<file path="src/sv/psd_pkg.sv">
// Shared widths, sideband types and helpers for the point-to-segment distance pipeline.
`timescale 1ns / 1ps
package psd_pkg;

  localparam int CW  = 32;          // coordinate width, signed fixed point
  localparam int FB  = 16;          // fraction bits
  localparam int DW  = CW + 1;      // coordinate difference width
  localparam int PW  = 2 * DW;      // product of two differences
  localparam int LW  = PW + 1;      // squared length, unsigned
  localparam int OW  = LW + 1;      // dot product, signed
  localparam int AW  = FB + 1;      // projection ratio, 0 .. 2^FB
  localparam int PRW = DW + AW + 1; // difference times ratio
  localparam int RW  = CW + 2;      // square root width
  localparam int NW  = 2 * RW;      // radicand width, padded to whole digit pairs
  localparam int MW  = RW + 2;      // square root partial remainder
  localparam int GW  = CW + 1;      // distance output width

  // Sideband that travels with each item through the divider row
  typedef struct packed {
    logic          valid;
    logic          in_seg;
    logic          a_near;
    logic          q_top;
    logic [CW-1:0] ax;
    logic [CW-1:0] ay;
    logic [CW-1:0] bx;
    logic [CW-1:0] by;
    logic [CW-1:0] qx;
    logic [CW-1:0] qy;
    logic [DW-1:0] dx;
    logic [DW-1:0] dy;
  } div_side_t;

  // Sideband that travels with each item through the square root row
  typedef struct packed {
    logic          valid;
    logic          in_seg;
    logic [CW-1:0] nx;
    logic [CW-1:0] ny;
  } sqrt_side_t;

  // Sign extend a coordinate by one bit
  function automatic logic signed [DW-1:0] ext(input logic [CW-1:0] v);
    return $signed({v[CW-1], v});
  endfunction

endpackage

</file>
<file path="src/sv/psd_div_cell.sv">
// One restoring division step: a quotient bit per cell, registered toward the next cell.
`timescale 1ns / 1ps
module psd_div_cell import psd_pkg::*; (
  input  logic             clk,
  input  logic             rst,
  input  logic [LW-1:0]    rem_in,
  input  logic [LW-1:0]    den_in,
  input  logic [FB-1:0]    quo_in,
  input  div_side_t        side_in,
  output logic [LW-1:0]    rem_out,
  output logic [LW-1:0]    den_out,
  output logic [FB-1:0]    quo_out,
  output div_side_t        side_out
);

  logic [LW:0] shifted;
  logic [LW:0] diff;
  logic        take;
  div_side_t   side_next;

  // shift remainder, trial subtract the divisor
  assign shifted = {rem_in, 1'b0};
  assign diff    = shifted - {1'b0, den_in};
  assign take    = shifted >= {1'b0, den_in};

  // sideband passes through, valid cleared in reset
  always_comb begin
    side_next       = side_in;
    side_next.valid = side_in.valid && !rst;
  end

  always_ff @(posedge clk) begin
    rem_out  <= take ? diff[LW-1:0] : shifted[LW-1:0];
    den_out  <= den_in;
    quo_out  <= {quo_in[FB-2:0], take};
    side_out <= side_next;
  end

endmodule

</file>
<file path="config.mk">
export PLATFORM = sky130hd
export DESIGN_NAME = psd_div_cell
export DESIGN_NICKNAME = d
export VERILOG_FILES = /design/src/sv/psd_pkg.sv /design/src/sv/psd_div_cell.sv
export SDC_FILE = /design/constraint.sdc
export NUM_CORES = 1
export LEC_CHECK = 0
export ABC_AREA = 1
export BUFFER_PORTS_ARGS = -buffer_cell sky130_fd_sc_hd__clkbuf_2
export CAP_MARGIN = 30
export CORE_AREA = 2 2 325 327
export CTS_CLUSTER_SIZE = 14
export DETAILED_ROUTE_END_ITERATION = 10
export DIE_AREA = 0 0 327 329
export SYNTH_ARGS = -nofsm -noshare
export SYNTH_HDL_FRONTEND = slang
export SYNTH_SLANG_ARGS = --single-unit
</file>
<file path="constraint.sdc">
create_clock -name clk -period 2.8 [get_ports clk]
set_input_delay 0.56 -clock clk [delete_from_list [all_inputs] [get_ports clk]]
set_output_delay 0.56 -clock clk [all_outputs]
set_load 0.01 [all_outputs]
</file>
# After elaboration in Yosys (flattened, before gate mapping)
# Index checks and enable logic that the tools add are counted.
dict set report op_classes {
  n_addsub 1
  order_cmp 1
  n_mux 1
  n_reduce_logical 2
}
# op n
set ops {}
lappend ops {{$ge 68x67->1} 1}
lappend ops {{$mux 67} 1}
lappend ops {{$sub 67x67->67} 1}
lappend ops {{$logic_and 1x1->1} 1}
lappend ops {{$logic_not 1->1} 1}
dict set report totals {
  ff_bits 412
  out_inout_bits 412
  wordCells 21
}

# Longest topological paths before layout
dict set report depth {
  depth_word 2
  depth_mapped 19
  ltp_nobuf 17
}

# Least setup slack after synthesis
# No wires, ideal clock.
dict set report synth_timing {
  path_kind {input to register}
  startpoint {input rem_in[0]}
  endpoint {register rem_out[33]}
  setup_time_ps 112
  t_arrival_ps 2224
  required_time_ps 2688
  path_slack_ps 464
  cell_stages 15
  path_buffers 2
  cell_sequence {inv_1 > fa_1 > nor2_2 > nor2_1 > nand3b_1 > nand3_2 > nand2_1 > nand3_2 > nand2_1 > nand2_2 > inv_2 > buf_6 > buf_6 > nand2_1 > nand2_1}
}
dict set report synth_via {
  elab_chain_len 2
  elab_cells_between_ends 3
}
# item line
set synth_lines {}
lappend synth_lines {{start, declared} psd_div_cell.sv:6} ;# input logic [LW-1:0] rem_in,
lappend synth_lines {{$sub 67x67->67 / $ge 68x67->1 (equally long branches)} {psd_div_cell.sv:23, psd_div_cell.sv:24}}
lappend synth_lines {{$mux 67 *} psd_div_cell.sv:33} ;# rem_out <= take ? diff[LW-1:0] : shifted[LW-1:0];
lappend synth_lines {{end signal, assigned} psd_div_cell.sv:33}
lappend synth_lines {{end, declared} psd_div_cell.sv:10} ;# output logic [LW-1:0] rem_out,
# Every way passes the cells marked *; elsewhere a longest branch is shown, timed or not.
# A chain may end at the register's enable or synchronous reset.

# Worst setup path in the final report
dict set report layout_timing {
  startpoint {input den_in[9]}
  endpoint {register rem_out[49]}
}
dict set report layout_via {
  elab_chain_len 2
  elab_cells_between_ends 3
}
# item line
set layout_lines {}
lappend layout_lines {{start, declared} psd_div_cell.sv:7} ;# input logic [LW-1:0] den_in,
lappend layout_lines {{$sub 67x67->67 / $ge 68x67->1 (equally long branches)} {psd_div_cell.sv:23, psd_div_cell.sv:24}}
lappend layout_lines {{$mux 67 *} psd_div_cell.sv:33}
# Marked as above.

==> results by group <==
Outcome
  – Status: finished clean

Timing
  – Slew headroom: 0.682
  – Final setup viols: 0
  – Tcrit/Tclk final: 0.952
  – Worst-margin pin slew: 0.473 ns
  – Final critical-path required period: 2.67 ns
  – Slew Limit Fails: 0
  – Setup TNS: 0 ns
  – Number of hold violations in the final report: 0
  – Worst hold slack: 0.0403 ns
  – FMAX: 375 MHz

Synth
  – Top FF cell, synth: dfxtp_1
  – Yosys reg bits: 412
  – Number of synthesized flops with an enable pin: 0
  – Ys async rst share: 0
  – Synthesized Nets: 2422
  – Post-Syn Area: 15300 um2
  – Post-Syn Area per Cell: 7.87 um2
  – Yosys warning count: 0
  – Netlist cell types: 30
  – Register area share after synthesis: 0.540
  – Syn Inst Count: 1940

Power
  – Comb power frac: 0.221
  – Proportion of power drawn by the clock network: 0.405
  – Power per standard cell area: 637 nW/um2
  – Sw Share: 0.304
  – Internal: 12.0 mW
  – Psw: 5.25 mW
  – Sequential share of power: 0.375
  – Leak pwr: 14.7 nW
  – Tot Pwr: 17.3 mW
  – VDD IR max: 0.493 mV

Clock network
  – Num CTS Buffers: 50
  – Clk buf depth: 3
  – CTS root buffer: clkbuf_16
  – H-Tree Level Count: 2
  – Clock transition at the registers of the reported paths: 0.06 ns
  – CTS sink count: 412
  – TritonCTS clock tree: done

Detailed routing
  – Post-route ant nets: 0
  – Drt drc: 0
  – Initial DRT Pass Iterations: 5
  – Vias: 17100
  – DR WL/cell: 23.1 um
  – Final WL: 109000 um
  – DRT iter0 DRCs: 749
  – DR vias/cell: 3.63

Global routing
  – Vias in the first global route: 17600
  – Grt ovf: 0
  – First-pass GRT wire length: 141000 um
  – Initial antenna violation count: 37
  – GRT Util Overall: 0.194
  – Largest net degree at the start of global routing: 42

Die
  – FP Rows: 119
  – Die width: 327 um
  – Core area: 104000 um2
  – Die ar.: 108000 um2
  – Die height: 329 um
  – IO Count: 826
  – Initial Utilization: 0.146

Critical path
  – Startpoint Class: primary input
  – Critical Path Start: den_in[9]
  – WS Path Type: in -> reg
  – Worst setup EP type: flip-flop
  – Worst Path Max Fanout: 6
  – Setup crit end: rem_out[49]
  – Crit path arrival time: 3.18 ns
  – Req. time, crit path: 3.32 ns

Finish
  – Post-Route Utilization: 0.260
  – Filler Cells Inserted: 11600
  – Seq. cell area: 8250 um2
  – Design Area, Final: 27100 um2
  – Total Nets Final: 3757
  – Commonest non-fill, non-tap cell in the layout: clkbuf_2
  – Area of the multi-input gates: 5630 um2
  – Layout cells sized above 1: 0.364
  – Syn-to-layout area delta: 77.8%
  – Most frequent cells in the layout: 824 x clkbuf_2, 682 x nand2_1, 412 x dfxtp_1, 330 x inv_1, 233 x buf_4

Job
  – Max_cap viols: 0

Placed design
  – IO Port Bufs: 824
  – Dpl hpwl: 95400 um
  – Placed Area: 23000 um2
  – Gpl congestion: 0.911

Hold path
  – HP Class: in -> reg
## metrics by stage
step                instances  setup slack (ns)
floorplan                1940             0.464
detailed placement       4385           -0.0972
CTS                      4701            0.0870
finish                   4711             0.134
global placement         4385            -0.101
global route             4708           -0.0151
## layer usage
layer	GRT usage	vias to the layer above	part of all wire
met5	0	-	0.00086
met1	0.207	7800	0.37
met4	0.0375	16	0.021
met3	0.110	128	0.13
met2	0.334	603	0.47
li1	-	8550	-
## worst min path at each step
| stage | endpoint | slack [ns] | start | depth (start not counted) |
|---|---|---|---|---|
| global route | side_out[203] | 0.01 | side_in[203] | 1 |
| floorplan | den_out[0] | 0.59 | den_in[0] | 0 |
| detailed placement | side_out[13] | 0.66 | side_in[13] | 1 |
| global placement | side_out[33] | 0.66 | side_in[33] | 1 |
| finish | side_out[44] | 0.04 | side_in[44] | 1 |
| CTS | side_out[40] | 0.0002 | side_in[40] | 1 |
## sequential cells by signal, summed over array words and instances (netlist names)
signal	flops
den_out	67
quo_out	16
side_out	262
rem_out	67
## cell families (layout without fill, tap and decap cells)
group	Yosys count	after routing	synth area share
other cells	0	6	0
buf+inv	364	1738	0.0932
xor+xnor	34	34	0.0195
fa+ha+maj	68	68	0.0562
simple gates	946	946	0.250
flops	412	412	0.540
compound gates	116	116	0.0405
## cells in the mapped netlist (3+ instances only)
library cell / count / share of area
nor2_2: 10 / 0.0041
ha_1: 67 / 0.055
a21oi_1: 72 / 0.024
nand3b_1: 15 / 0.0074
o21ai_0: 27 / 0.0089
nand2_1: 686 / 0.17
nand3_1: 75 / 0.025
o21ai_1: 3 / 0.00098
nor3_1: 16 / 0.0052
nor4_1: 4 / 0.0016
buf_2: 6 / 0.0020
xor2_1: 32 / 0.018
buf_4: 3 / 0.0015
inv_2: 20 / 0.0049
buf_6: 5 / 0.0037
o21bai_1: 9 / 0.0044
dfxtp_1: 412 / 0.54
inv_1: 330 / 0.081
nor2_1: 119 / 0.029
nand4_1: 14 / 0.0057
nand2_2: 3 / 0.0012
## final cells by class
cell class                 count  share of cell area
antenna                        6            0.000553
tap                         1391              0.0641
multi-input combinational   1164               0.207
clock buffer                  64              0.0513
timing repair buffer        1297               0.311
sequential                   412               0.304
clock inverter                27              0.0134
inverter                     350              0.0486
## power groups by stage
stage               registers, mW  clock network, mW  logic, mW
finish                       6.48               7.00       3.82
global route                 6.51               7.42       4.19
CTS                          6.48               7.23       3.86
detailed placement           6.61                  0       3.55
global placement             6.60                  0       3.55
floorplan                    6.82                  0       1.14
## worst max-delay path, cell delays in order
cell,delay [ns]
dlygate4sd3_1,0.52
clkbuf_2,0.10
inv_1,0.04
ha_1,0.29
buf_4,0.15
nand2_1,0.06
nand2_1,0.09
a21oi_2,0.20
nand2_1,0.07
nand2_1,0.07
nand3_2,0.10
nand2_2,0.12
nand3_2,0.09
nand2_2,0.09
nand2_4,0.11
buf_12,0.16
clkbuf_16,0.16
nand3_1,0.11
nand2_1,0.06
## repair_timing
item | CTS | global route
endpoints found under the hold margin | 225 | 0
resized for setup | 0 | 14
setup buffers | 0 | 2
endpoints found under the setup margin | 0 | 67
hold buffers | 225 | 0
Note: power is estimated with default switching activity, not from simulation.
