`src/sv/psd_pkg.sv`:
```
// Shared widths, sideband types and helpers for the point-to-segment distance pipeline.
`timescale 1ns / 1ps
package psd_pkg;

  localparam int CW  = 32;          // coordinate width, signed fixed point
  localparam int FB  = 16;          // fraction bits
  localparam int DW  = CW + 1;      // coordinate difference width
  localparam int PW  = 2 * DW;      // product of two differences
  localparam int LW  = PW + 1;      // squared length, unsigned
  localparam int OW  = LW + 1;      // dot product, signed
  localparam int AW  = FB + 1;      // projection ratio, 0 .. 2^FB
  localparam int PRW = DW + AW + 1; // difference times ratio
  localparam int RW  = CW + 2;      // square root width
  localparam int NW  = 2 * RW;      // radicand width, padded to whole digit pairs
  localparam int MW  = RW + 2;      // square root partial remainder
  localparam int GW  = CW + 1;      // distance output width

  // Sideband that travels with each item through the divider row
  typedef struct packed {
    logic          valid;
    logic          in_seg;
    logic          a_near;
    logic          q_top;
    logic [CW-1:0] ax;
    logic [CW-1:0] ay;
    logic [CW-1:0] bx;
    logic [CW-1:0] by;
    logic [CW-1:0] qx;
    logic [CW-1:0] qy;
    logic [DW-1:0] dx;
    logic [DW-1:0] dy;
  } div_side_t;

  // Sideband that travels with each item through the square root row
  typedef struct packed {
    logic          valid;
    logic          in_seg;
    logic [CW-1:0] nx;
    logic [CW-1:0] ny;
  } sqrt_side_t;

  // Sign extend a coordinate by one bit
  function automatic logic signed [DW-1:0] ext(input logic [CW-1:0] v);
    return $signed({v[CW-1], v});
  endfunction

endpackage

```
`src/sv/psd_sqrt_cell.sv`:
```
// One digit-by-digit square root step: a root bit per cell, registered toward the next cell.
`timescale 1ns / 1ps
module psd_sqrt_cell import psd_pkg::*; (
  input  logic             clk,
  input  logic             rst,
  input  logic [NW-1:0]    num_in,
  input  logic [MW-1:0]    rem_in,
  input  logic [RW-1:0]    root_in,
  input  sqrt_side_t       side_in,
  output logic [NW-1:0]    num_out,
  output logic [MW-1:0]    rem_out,
  output logic [RW-1:0]    root_out,
  output sqrt_side_t       side_out
);

  logic [MW-1:0] cur;
  logic [MW-1:0] trial;
  logic          take;
  sqrt_side_t    side_next;

  // bring down the next two radicand bits, try root*4+1
  assign cur   = {rem_in[MW-3:0], num_in[NW-1:NW-2]};
  assign trial = {root_in, 2'b01};
  assign take  = cur >= trial;

  // sideband passes through, valid cleared in reset
  always_comb begin
    side_next       = side_in;
    side_next.valid = side_in.valid && !rst;
  end

  always_ff @(posedge clk) begin
    num_out  <= {num_in[NW-3:0], 2'b00};
    rem_out  <= take ? (cur - trial) : cur;
    root_out <= {root_in[RW-2:0], take};
    side_out <= side_next;
  end

endmodule

```
`config.mk`:
```
export PLATFORM = sky130hd
export DESIGN_NAME = psd_sqrt_cell
export DESIGN_NICKNAME = d
export VERILOG_FILES = /design/src/sv/psd_pkg.sv /design/src/sv/psd_sqrt_cell.sv
export SDC_FILE = /design/constraint.sdc
export NUM_CORES = 1
export LEC_CHECK = 0
export BUFFER_PORTS_ARGS = -buffer_cell sky130_fd_sc_hd__buf_2
export CAP_MARGIN = 15
export CORE_AREA = 2 2 157 159
export DETAILED_ROUTE_END_ITERATION = 10
export DIE_AREA = 0 0 159 161
export GPL_TIMING_DRIVEN = 0
export PLACE_DENSITY_LB_ADDON = 0.05
export SLEW_MARGIN = 10
export SYNTH_ARGS = -nofsm -noshare
export SYNTH_HDL_FRONTEND = slang
export SYNTH_SLANG_ARGS = --single-unit
```
`constraint.sdc`:
```
create_clock -name clk -period 2.2 [get_ports clk]
set_input_delay 0.22 -clock clk [delete_from_list [all_inputs] [get_ports clk]]
set_output_delay 0.22 -clock clk [all_outputs]
set_load 0.02 [all_outputs]
```
; ---- After elaboration in Yosys (flattened, before gate mapping)
; Cells that the tools add are included.
[totals]
out_inout_bits = 204
in_bits = 206
elab_cells = 12
register_bits = 202
[classes]
magnitude_cmp = 1
n_reduce_logical = 2
n_addsub = 1
muxes = 1
[ops]
columns = operator, n
row1 = $ge A36 B36 Y1, 1
row2 = $mux W36, 1
row3 = $sub A36 B36 Y36, 1
row4 = $logic_and A1 B1 Y1, 1
row5 = $logic_not A1 Y1, 1

; ---- Depth between registers and ports, before layout
; Gate-level depths: netlist (run 1).
[logic_depth]
ltp_word = 2
depth_mapped = 13
mapped_depth_nobuf = 11

; ---- Worst setup path after synthesis (run 1)
; OpenSTA, ideal clock, no wires.
[synth_path]
kind = input to register
startpoint = in root_in[0]
endpoint = reg rem_out[35]
arrival_ps = 2238
slack_ps = -158
setup_ps = 121
t_required_ps = 2079
n_path_buf = 0
path_stages = 10
path_cell_list = inv_1 > ha_1 > o21ai_0 > a2111oi_2 > a211oi_2 > o31a_1 > o21ai_2 > a41oi_2 > xnor2_1 > mux2_2
[synth_between]
elab_chain_cells = 2
elab_cells_between_ends = 3
cone_classes = add/sub: 1 / order compare: 1 / mux: 1
[synth_lines]
columns = element, line_no
row1 = "start, declared", psd_sqrt_cell.sv:8  ; input logic [RW-1:0] root_in,
row2 = $sub A36 B36 Y36 / $ge A36 B36 Y1 (equally long branches), "psd_sqrt_cell.sv:34, psd_sqrt_cell.sv:24"
row3 = $mux W36 *, psd_sqrt_cell.sv:34  ; rem_out <= take ? (cur - trial) : cur;
row4 = "end signal, assigned", psd_sqrt_cell.sv:34
row5 = "end, declared", psd_sqrt_cell.sv:11  ; output logic [MW-1:0] rem_out,
; Every way passes the cells marked *; elsewhere a longest branch is shown, timed or not.

; ---- Worst setup path after layout (run 1)
[layout_path]
startpoint = in rem_in[5]
endpoint = reg rem_out[35]
[layout_between]
elab_chain_cells = 2
elab_cells_between_ends = 3
cone_classes = add/sub: 1 / order compare: 1 / mux: 1
[layout_lines]
columns = element, line_no
row1 = "start, declared", psd_sqrt_cell.sv:7  ; input logic [MW-1:0] rem_in,
row2 = $sub A36 B36 Y36 / $ge A36 B36 Y1 (equally long branches), "psd_sqrt_cell.sv:34, psd_sqrt_cell.sv:24"
row3 = $mux W36 *, psd_sqrt_cell.sv:34
; Marks and branches as above.

==> reports/results.ini, run 1 <==
[outcome]
status = finished clean

[route]
vias = 6692
dr.pass1.iters = 6
drtIter0Drc = 219
routed_via_density = 4.25
ant_nets = 0
totalWireLength_um = 24800
drc = 0
avgRoutedWirePerCell_um = 15.8

[cts]
cts-root-buf = clkbuf_16
cts-buffers-inserted = 22
htreeDepth = 1
cts_tree = built
clock-sinks = 202
cts.path.max_buffers = 3
clk_transition_reported_paths_ps = 60

[sta]
hold_viol_final = 0
slew_viol_final = 0
setup_viol = 0
max_slew_margin = 0.665
finalCritPeriodShare = 0.976
period_needed_ps = 2150
tightest_slew_ps = 498
fin_ws_ps = 52.8
fmaxAchievable_ghz = 0.466
rsz0062_at_grt = yes

[critical_path]
worstSetupEndpointType = flop
critPathKind = primary input to flop
worst_setup_path_start_kind = primary input
cp.arrival_ps = 2550
crit_fanout = 7
worstPathRequired_ps = 2600

[finish]
syn_to_final_growth_pct = 81.7
fin_util = 0.519
fill_cells = 2286
drive_gt1_frac = 0.440
num-nets-final = 1478

[yosys]
yosysWarnings = 0
netlist.area_leader.share = 0.591
synth_edf_count = 0
synth_seq_area_share = 0.591
ys_types = 65
synthCells = 594
synth_area_leaders = dfxtp_1 59%, ha_1 6.6%, mux2_4 5.0%, a21oi_1 2.7%, xnor2_1 2.7%
synth_top_cell_by_area = dfxtp_1
synth.avg_cell_area_sq_um = 11.5
ys.flop_type = dfxtp_1
async_flop_share = 0
synth_seq_cells = 202
synth_area_sq_um = 6850

[pwr]
p_per_area_nw_per_um2 = 809
power.total_uw = 10100
leakage_uw = 0.00593
ir_worst_vdd_uv = 574

[global_routing]
grt_pass1_wl_um = 37700
grt_remaining_overflow = 0
grt_max_degree = 14
grt_usage = 0.185
antenna_found_initial = 5
grt_pass1_vias = 6724

[min_path]
hold_class = primary input to flop

[placed_design]
gp_congestion = 0.773
io_buffer_count = 405
dpl.hpwl_um = 18100
place_ws_ps = -688

[floorplanning]
dieArea_sq_um = 25600
die_w_um = 159
start_util = 0.286
fp.dieH_um = 161
core_sq_um = 24000
num_rows = 57
num_io_pins = 410

[run]
drv_cap = 0

## cell usage after synthesis, types with 6 or more instances
library cell and number:
mux2_2 7, nor3_1 7, xor2_1 11, nand3_1 7
o21bai_1 6, inv_1 46, nand4_1 10, a21oi_1 37
xnor2_1 21, mux2_4 23, o21ai_0 24, nand2_1 40
dfxtp_1 202, buf_2 10, nor2_1 24, clkbuf_1 7
ha_1 36
## routing by layer
layer / wire length, um / vias up / part of all wire / track usage
met5: 27 / - / 0.0011 / 0
met4: 735 / 4 / 0.030 / 0.0595
met3: 1550 / 44 / 0.062 / 0.0480
met2: 12400 / 237 / 0.50 / 0.333
met1: 10100 / 3092 / 0.41 / 0.216
li1: - / 3315 / - / -
## area by class of cell
| type | count | area [sq um] | share of cell area |
|---|---|---|---|
| antenna | 3 | 7.51 | 0.000603 |
| buffer | 15 | 121 | 0.00976 |
| clock buffer | 28 | 603 | 0.0485 |
| clock inverter | 9 | 143 | 0.0115 |
| inverter | 47 | 181 | 0.0146 |
| multi-input combinational | 323 | 2740 | 0.220 |
| sequential | 202 | 4040 | 0.325 |
| tap | 324 | 405 | 0.0326 |
| timing repair buffer | 625 | 4200 | 0.337 |
## power breakdown
group | total (uW) | internal (uW) | switching (uW)
Clock | 3770 | 2290 | 1480
Combinational | 2290 | 1090 | 1210
Sequential | 4000 | 3940 | 62.3
## sequential cells by signal, indices dropped and copies added, names as in the netlist
register  count
rem_out      36
side_out     66
num_out      66
root_out     34
## path summary, 6_finish.rpt
check | start | to | slack (ps) | depth (start not counted)
min | num_in[67] | rem_out[1] | 30 | 3
max | rem_in[5] | rem_out[35] | 50 | 10
## what timing repair did
item	4_1_cts	5_1_grt
setup buffers	2	19
resized for setup	3	15
endpoints found under the hold margin	199	0
pin swaps	1	15
hold buffers	200	0
setup endpoints to repair	7	28
## stage by stage
step,instance area (sq um),setup TNS (ps),hold slack [ps],cells
global placement,9520,-17560,322,1324
CTS,12300,0,6.48,1563
global route,12400,-10.4,30.4,1576
finish,12400,0,27.5,1576
detailed placement,9520,-18050,324,1324
floorplan,7080,0,248,595
## cell families after synthesis
kind of cell / after synthesis / share of synthesized area
mux: 31 / 0.0634
flops: 202 / 0.591
other cells: 1 / 0.000548
buf+inv: 70 / 0.0461
fa+ha+maj: 36 / 0.0658
simple gates: 106 / 0.0738
compound gates: 116 / 0.119
xor+xnor: 32 / 0.0409
## worst max-delay path: stages
cell and delay (ps):
buf_2 120, ha_4 300, nand4_1 180, a2111oi_4 430, a211oi_4 110, o31a_1 400
o21ai_4 220, a41oi_2 150, xnor2_1 160, mux2_4 250
## cell usage in the layout, fill, tap and decap left out, types with 3 or more instances in the layout
master / instances
a21o_1: 5
a21oi_1: 31
a21oi_2: 7
a31oi_1: 4
buf_2: 406
buf_4: 22
buf_6: 7
bufinv_16: 3
clkbuf_1: 6
clkbuf_16: 22
clkbuf_8: 3
clkinvlp_4: 3
dfxtp_1: 202
diode_2: 3
dlygate4sd3_1: 200
ha_1: 26
ha_4: 10
inv_1: 41
inv_2: 5
mux2_2: 6
mux2_4: 24
nand2_1: 37
nand3_1: 7
nand4_1: 10
nor2_1: 24
nor3_1: 7
o211ai_1: 3
o21a_1: 4
o21ai_0: 18
o21ai_1: 8
o21bai_1: 6
xnor2_1: 21
xor2_1: 11
Power figures use the tool's default switching activity.
==> run 2, diff against run 1 <==
==> constraint.sdc (replaced) <==
create_clock -name clk -period 2.2 [get_ports clk]
set_input_delay 0.44 -clock clk [delete_from_list [all_inputs] [get_ports clk]]
set_output_delay 0.44 -clock clk [all_outputs]
set_load 0.02 [all_outputs]
==> run 2 against run 1 <==
Against the previous run:
- sequential power about the same
- via count decreased by 13%
- setup slack got worse by 13 ps
- flip-flop and latch count is the same
- non-clock buffer count shrank 198
- largest power group unchanged
- total power down 3.5%
- combinational power down 5%
- global-route usage fell by 1.3 points
- count of clock-buffer cells in the layout rose by 4
- highest routed layer unchanged
==> reports/results.ini, run 2 (synthesized netlist as in run 1, its figures left out) <==
[outcome]
status = finished clean

[pwr]
switching_share = 0.276
power_frac_seq = 0.412
internal_power_uw = 7030
switchingPower_uw = 2680
leakage_uw = 0.00518
combPwrFrac = 0.224
clockPowerShare = 0.365
power.total_uw = 9720
ir_worst_vdd_uv = 525
p_per_area_nw_per_um2 = 899

[floorplanning]
core_sq_um = 24000
dieArea_sq_um = 25600
die_w_um = 159
num_io_pins = 410
fp.dieH_um = 161
num_rows = 57
start_util = 0.286

[sta]
period_needed_ps = 2160
holdWs_ps = 36.5
finalCritPeriodShare = 0.982
max_slew_margin = 0.661
setup_viol = 0
hold_viol_final = 0
slew_viol_final = 0
rsz0062_at_grt = no
fin_ws_ps = 39.3
fmaxAchievable_ghz = 0.463
tightest_slew_ps = 509
setup-tns-final_ps = 0

[placed_design]
place_ws_ps = -842
gp_congestion = 0.762
io_buffer_count = 405
dpl.hpwl_um = 18500

[route]
vias = 5815
drtIter0Drc = 222
routed_via_density = 4.22
totalWireLength_um = 23100
dr.pass1.iters = 4
ant_nets = 0
drc = 0
avgRoutedWirePerCell_um = 16.8

[cts]
cts_tree = built
htreeDepth = 1
cts_hold_buf = 0
cts-root-buf = clkbuf_16
cts-buffers-inserted = 22
cts.path.max_buffers = 3
clock-sinks = 202
clk_transition_reported_paths_ps = 60

[global_routing]
grt_remaining_overflow = 0
grt_pass1_wl_um = 34500
grt_pass1_vias = 5801
grt_max_degree = 14
grt_usage = 0.172
antenna_found_initial = 3

[critical_path]
worst_setup_path_start_kind = primary input
crit_chain = buf_2, inv_2, ha_4, nor2_1, o31ai_4, a41oi_2, o21ai_1, nand2_2, o41ai_2, xnor2_1, mux2_4
max_stage_delay_ps = 330
cp.arrival_ps = 2550
critPathKind = primary input to flop
worstPathRequired_ps = 2590
crit_slowest_cell = o31ai_4
endpoint = rem_out[29]
worstSetupEndpointType = flop
cp-startpoint = root_in[0]
crit_fanout = 5

[min_path]
hold_start = side_in[49]
hold_class = primary input to flop

[finish]
fill_cells = 2373
mostFrequentLayoutCell = buf_2
num-nets-final = 1280
drive_gt1_frac = 0.560
layout_common_cells = 396 x buf_2, 202 x dfxtp_1, 36 x nand2_1, 34 x inv_1, 30 x buf_4
fin_util = 0.451
syn_to_final_growth_pct = 57.9
layout_top_registers = num_out (66), side_out (66), rem_out (36)

[run]
drv_cap = 0

run 2: changes by cell type in the layout (fill, tap and decap cells not counted), moves of 4 or more:
cell and delta:
dlygate4sd3_1 -200, ha_1 -11, buf_2 -10, buf_4 +8
a21oi_1 -7, inv_1 -7, a21oi_4 +6, ha_4 +6
ha_2 +5, buf_12 +4, clkinv_2 +4
run 2: cell type report:
class                      count  area (sq um)  area share
antenna                        1          2.50    0.000232
clock buffer                  32           639      0.0592
sequential                   202          4040       0.374
timing repair buffer         436          2370       0.219
buffer                         6          82.6     0.00764
clock inverter                 7          62.6     0.00579
inverter                      47           226      0.0210
multi-input combinational    323          2980       0.275
tap                          324           405      0.0375
run 2: metal layers:
metal  global-route usage  up-vias  share of wire
li1                     -     2916              -
met5                    0        -         0.0011
met1                0.218     2648           0.43
met2                0.292      210           0.48
met4               0.0434        4          0.021
met3               0.0493       37          0.069
run 2: worst min path at each step:
stage,endpoint,slack [ps],cells past startpoint
after global routing,side_out[9],8,1
final,side_out[49],40,1
after floorplan,num_out[10],470,0
after detailed placement,num_out[22],540,1
after global placement,side_out[30],540,1
after CTS,side_out[12],10,1
run 2: repair_timing:
action | 4_1_cts | 5_1_grt
cloned | 0 | 1
pin swaps | 26 | 25
endpoints found under the setup margin | 36 | 35
gates resized for setup | 43 | 42
buffers inserted | 21 | 10
run 2: through the flow:
| step | instances | instance area [sq um] |
|---|---|---|
| 4_1_cts | 1374 | 10600 |
| 2_1_floorplan | 595 | 7180 |
| 6_report | 1378 | 10800 |
| 3_3_place_gp | 1324 | 9610 |
| 3_5_place_dp | 1324 | 9610 |
| 5_1_grt | 1378 | 10800 |
run 2: power by group through the flow:
stage | clock, uW | sequential, uW | combinational (uW)
floorplan | 0 | 4460 | 883
global placement | 0 | 4070 | 1980
detailed placement | 0 | 4080 | 1980
CTS | 3670 | 4000 | 2100
global route | 3830 | 4030 | 2330
finish | 3540 | 4000 | 2170
run 2: worst max-delay path, delay by kind of cell:
family,cells,cell delay (ps)
multiplexers,1,260
buffers and inverters,2,140
AND/OR/NAND/NOR,2,220
AO/OA/AOI/OAI,4,1070
XOR/XNOR,1,120
adder cells (fa/ha/maj),1,280
==> run 3, diff against run 2 <==
--- a/config.mk
+++ b/config.mk
@@ -7,11 +7,15 @@
 export LEC_CHECK = 0
 export BUFFER_PORTS_ARGS = -buffer_cell sky130_fd_sc_hd__buf_2
 export CAP_MARGIN = 15
-export CORE_AREA = 2 2 157 159
+export CELL_PAD_IN_SITES_DETAIL_PLACEMENT = 1
+export CELL_PAD_IN_SITES_GLOBAL_PLACEMENT = 2
+export CORE_AREA = 2 2 180 182
+export CTS_BUF_LIST = sky130_fd_sc_hd__clkbuf_16
 export DETAILED_ROUTE_END_ITERATION = 10
-export DIE_AREA = 0 0 159 161
+export DIE_AREA = 0 0 182 184
 export GPL_TIMING_DRIVEN = 0
 export PLACE_DENSITY_LB_ADDON = 0.05
+export SKIP_LAST_GASP = 1
 export SLEW_MARGIN = 10
 export SYNTH_ARGS = -nofsm -noshare
 export SYNTH_HDL_FRONTEND = slang
==> run 3 against run 2 <==
Against the previous run:
- setup slack worse by 26 ps
- core utilization shrank 3.9 points
- combinational power is 19% higher
- largest cell class is now buffers
- largest power group unchanged
==> reports/results.ini, run 3 (synthesized netlist as in run 1, its figures left out) <==
[outcome]
status = finished clean

[finish]
fill_cells = 3512
drive_gt1_frac = 0.509
final_cell_count_no_fill = 1640
mostFrequentLayoutCell = buf_2
num-nets-final = 1460
layout_common_cells = 387 x buf_2, 202 x dfxtp_1, 156 x dlygate4sd3_1, 49 x buf_4, 39 x inv_1
syn_to_final_growth_pct = 88.9
layout_top_registers = num_out (66), side_out (66), rem_out (36)
fin_util = 0.412

[route]
drc = 0
dr.pass1.iters = 4
routed_via_density = 4.11
totalWireLength_um = 29500
vias = 6740
avgRoutedWirePerCell_um = 18.0
drtIter0Drc = 136
ant_nets = 0

[placed_design]
place_inst = 1402
gp_congestion = 0.750
io_buffer_count = 405
place_ws_ps = -1040
dpl.hpwl_um = 22100

[pwr]
internal_power_uw = 7630
p_per_area_nw_per_um2 = 819
switching_share = 0.280
clockPowerShare = 0.377
switchingPower_uw = 2970
combPwrFrac = 0.245
power_frac_seq = 0.378
leakage_uw = 0.00607
ir_worst_vdd_uv = 543

[sta]
setup_viol = 0
slew_viol_final = 0
tightest_slew_ps = 555
holdWs_ps = 34.0
max_slew_margin = 0.630
fin_ws_ps = 13.5
period_needed_ps = 2190
fmaxAchievable_ghz = 0.457
finalCritPeriodShare = 0.994
hold_viol_final = 0
rsz0062_at_grt = yes

[critical_path]
worstPathRequired_ps = 2670
cp.arrival_ps = 2650
crit_buf_inv = 3
crit_fanout = 5
critPathKind = primary input to flop
crit_slowest_cell = or4_4
max_stage_delay_ps = 510
cp_common_cell = buf_4
worst_setup_path_start_kind = primary input
worstSetupEndpointType = flop
crit_chain = buf_4, ha_4, nor2b_4, nor3_4, o21ai_4, buf_6, a22o_4, o211ai_1, buf_4, a2111oi_4, or4_4, nand3_2
crit_family = simple AND/OR/NAND/NOR gates

[cts]
cts-buffers-inserted = 24
htreeDepth = 1
clock-sinks = 202
cts-root-buf = clkbuf_16
cts.path.max_buffers = 3
clk_transition_reported_paths_ps = 50
cts_tree = built

[floorplanning]
start_util = 0.218
dieArea_sq_um = 33500
core_sq_um = 31400
fp.dieH_um = 184
die_w_um = 182
num_io_pins = 410
num_rows = 65

[min_path]
hold_path_end = root_out[11]
hold_class = primary input to flop
hold_depth = 1
hold_start = root_in[10]

[global_routing]
grt_pass1_vias = 7200
grt_usage = 0.166
grt_pass1_wl_um = 42800
grt_max_degree = 13
grt_remaining_overflow = 0
antenna_found_initial = 7

[run]
drv_cap = 0

==> run 3: cell types whose count changed in the layout (fill, tap and decap cells not counted), moves of 5 or more <==
cell,delta
buf_2,-9
a21oi_1,-5
inv_1,+5
buf_4,+19
buf_6,+10
clkbuf_1,-6
dlygate4sd3_1,+156
==> run 3: layer usage <==
layer	vias up	share of wire	GRT usage
met1	3149	0.39	0.184
met5	-	0.0016	0
met3	61	0.071	0.0509
li1	3286	-	-
met2	238	0.50	0.298
met4	6	0.039	0.0661
==> run 3: layout make-up <==
type | instances | area [sq um] | share of cell area
clock buffers | 24 | 601 | 0.0464
inverters | 47 | 231 | 0.0179
multi-input cells | 323 | 3080 | 0.238
well taps | 402 | 503 | 0.0389
clock inverters | 18 | 193 | 0.0149
diodes | 4 | 10.0 | 0.000774
flip-flops and latches | 202 | 4040 | 0.313
plain buffers | 7 | 93.8 | 0.00726
repair buffers | 613 | 4170 | 0.323
==> run 3: repair_timing <==
| item | CTS | global route |
|---|---|---|
| hold endpoints to repair | 154 | 3 |
| setup buffers | 28 | 23 |
| pin swaps | 20 | 46 |
| cloned | 0 | 2 |
| resized for setup | 41 | 91 |
| setup endpoints to repair | 36 | 28 |
| hold buffers | 153 | 3 |
==> run 3: metrics by stage <==
| stage | TNS (ps) | power [uW] | instance area (sq um) |
|---|---|---|---|
| floorplan | -5490 | 5340 | 7180 |
| global placement | -29340 | 6120 | 9710 |
| detailed placement | -29110 | 6120 | 9710 |
| CTS | -67.8 | 10600 | 12400 |
| global route | -365 | 11100 | 12900 |
| finish | 0 | 10600 | 12900 |
==> run 3: how the worst max path moves through the flow <==
stage	cells after the start	from	end
final	12	rem_in[0]	rem_out[34]
after global routing	13	root_in[31]	rem_out[22]
after detailed placement	11	root_in[11]	rem_out[34]
after CTS	11	root_in[4]	rem_out[35]
after global placement	10	root_in[21]	rem_out[34]
after floorplan	11	root_in[6]	rem_out[35]
==> run 3: power by group through the flow <==
stage | Clock (uW) | Combinational (uW) | Sequential, uW
final | 4000 | 2590 | 4000
after global routing | 4280 | 2790 | 4030
after CTS | 4170 | 2410 | 4000
after detailed placement | 0 | 2040 | 4080
after global placement | 0 | 2040 | 4070
after floorplan | 0 | 883 | 4460
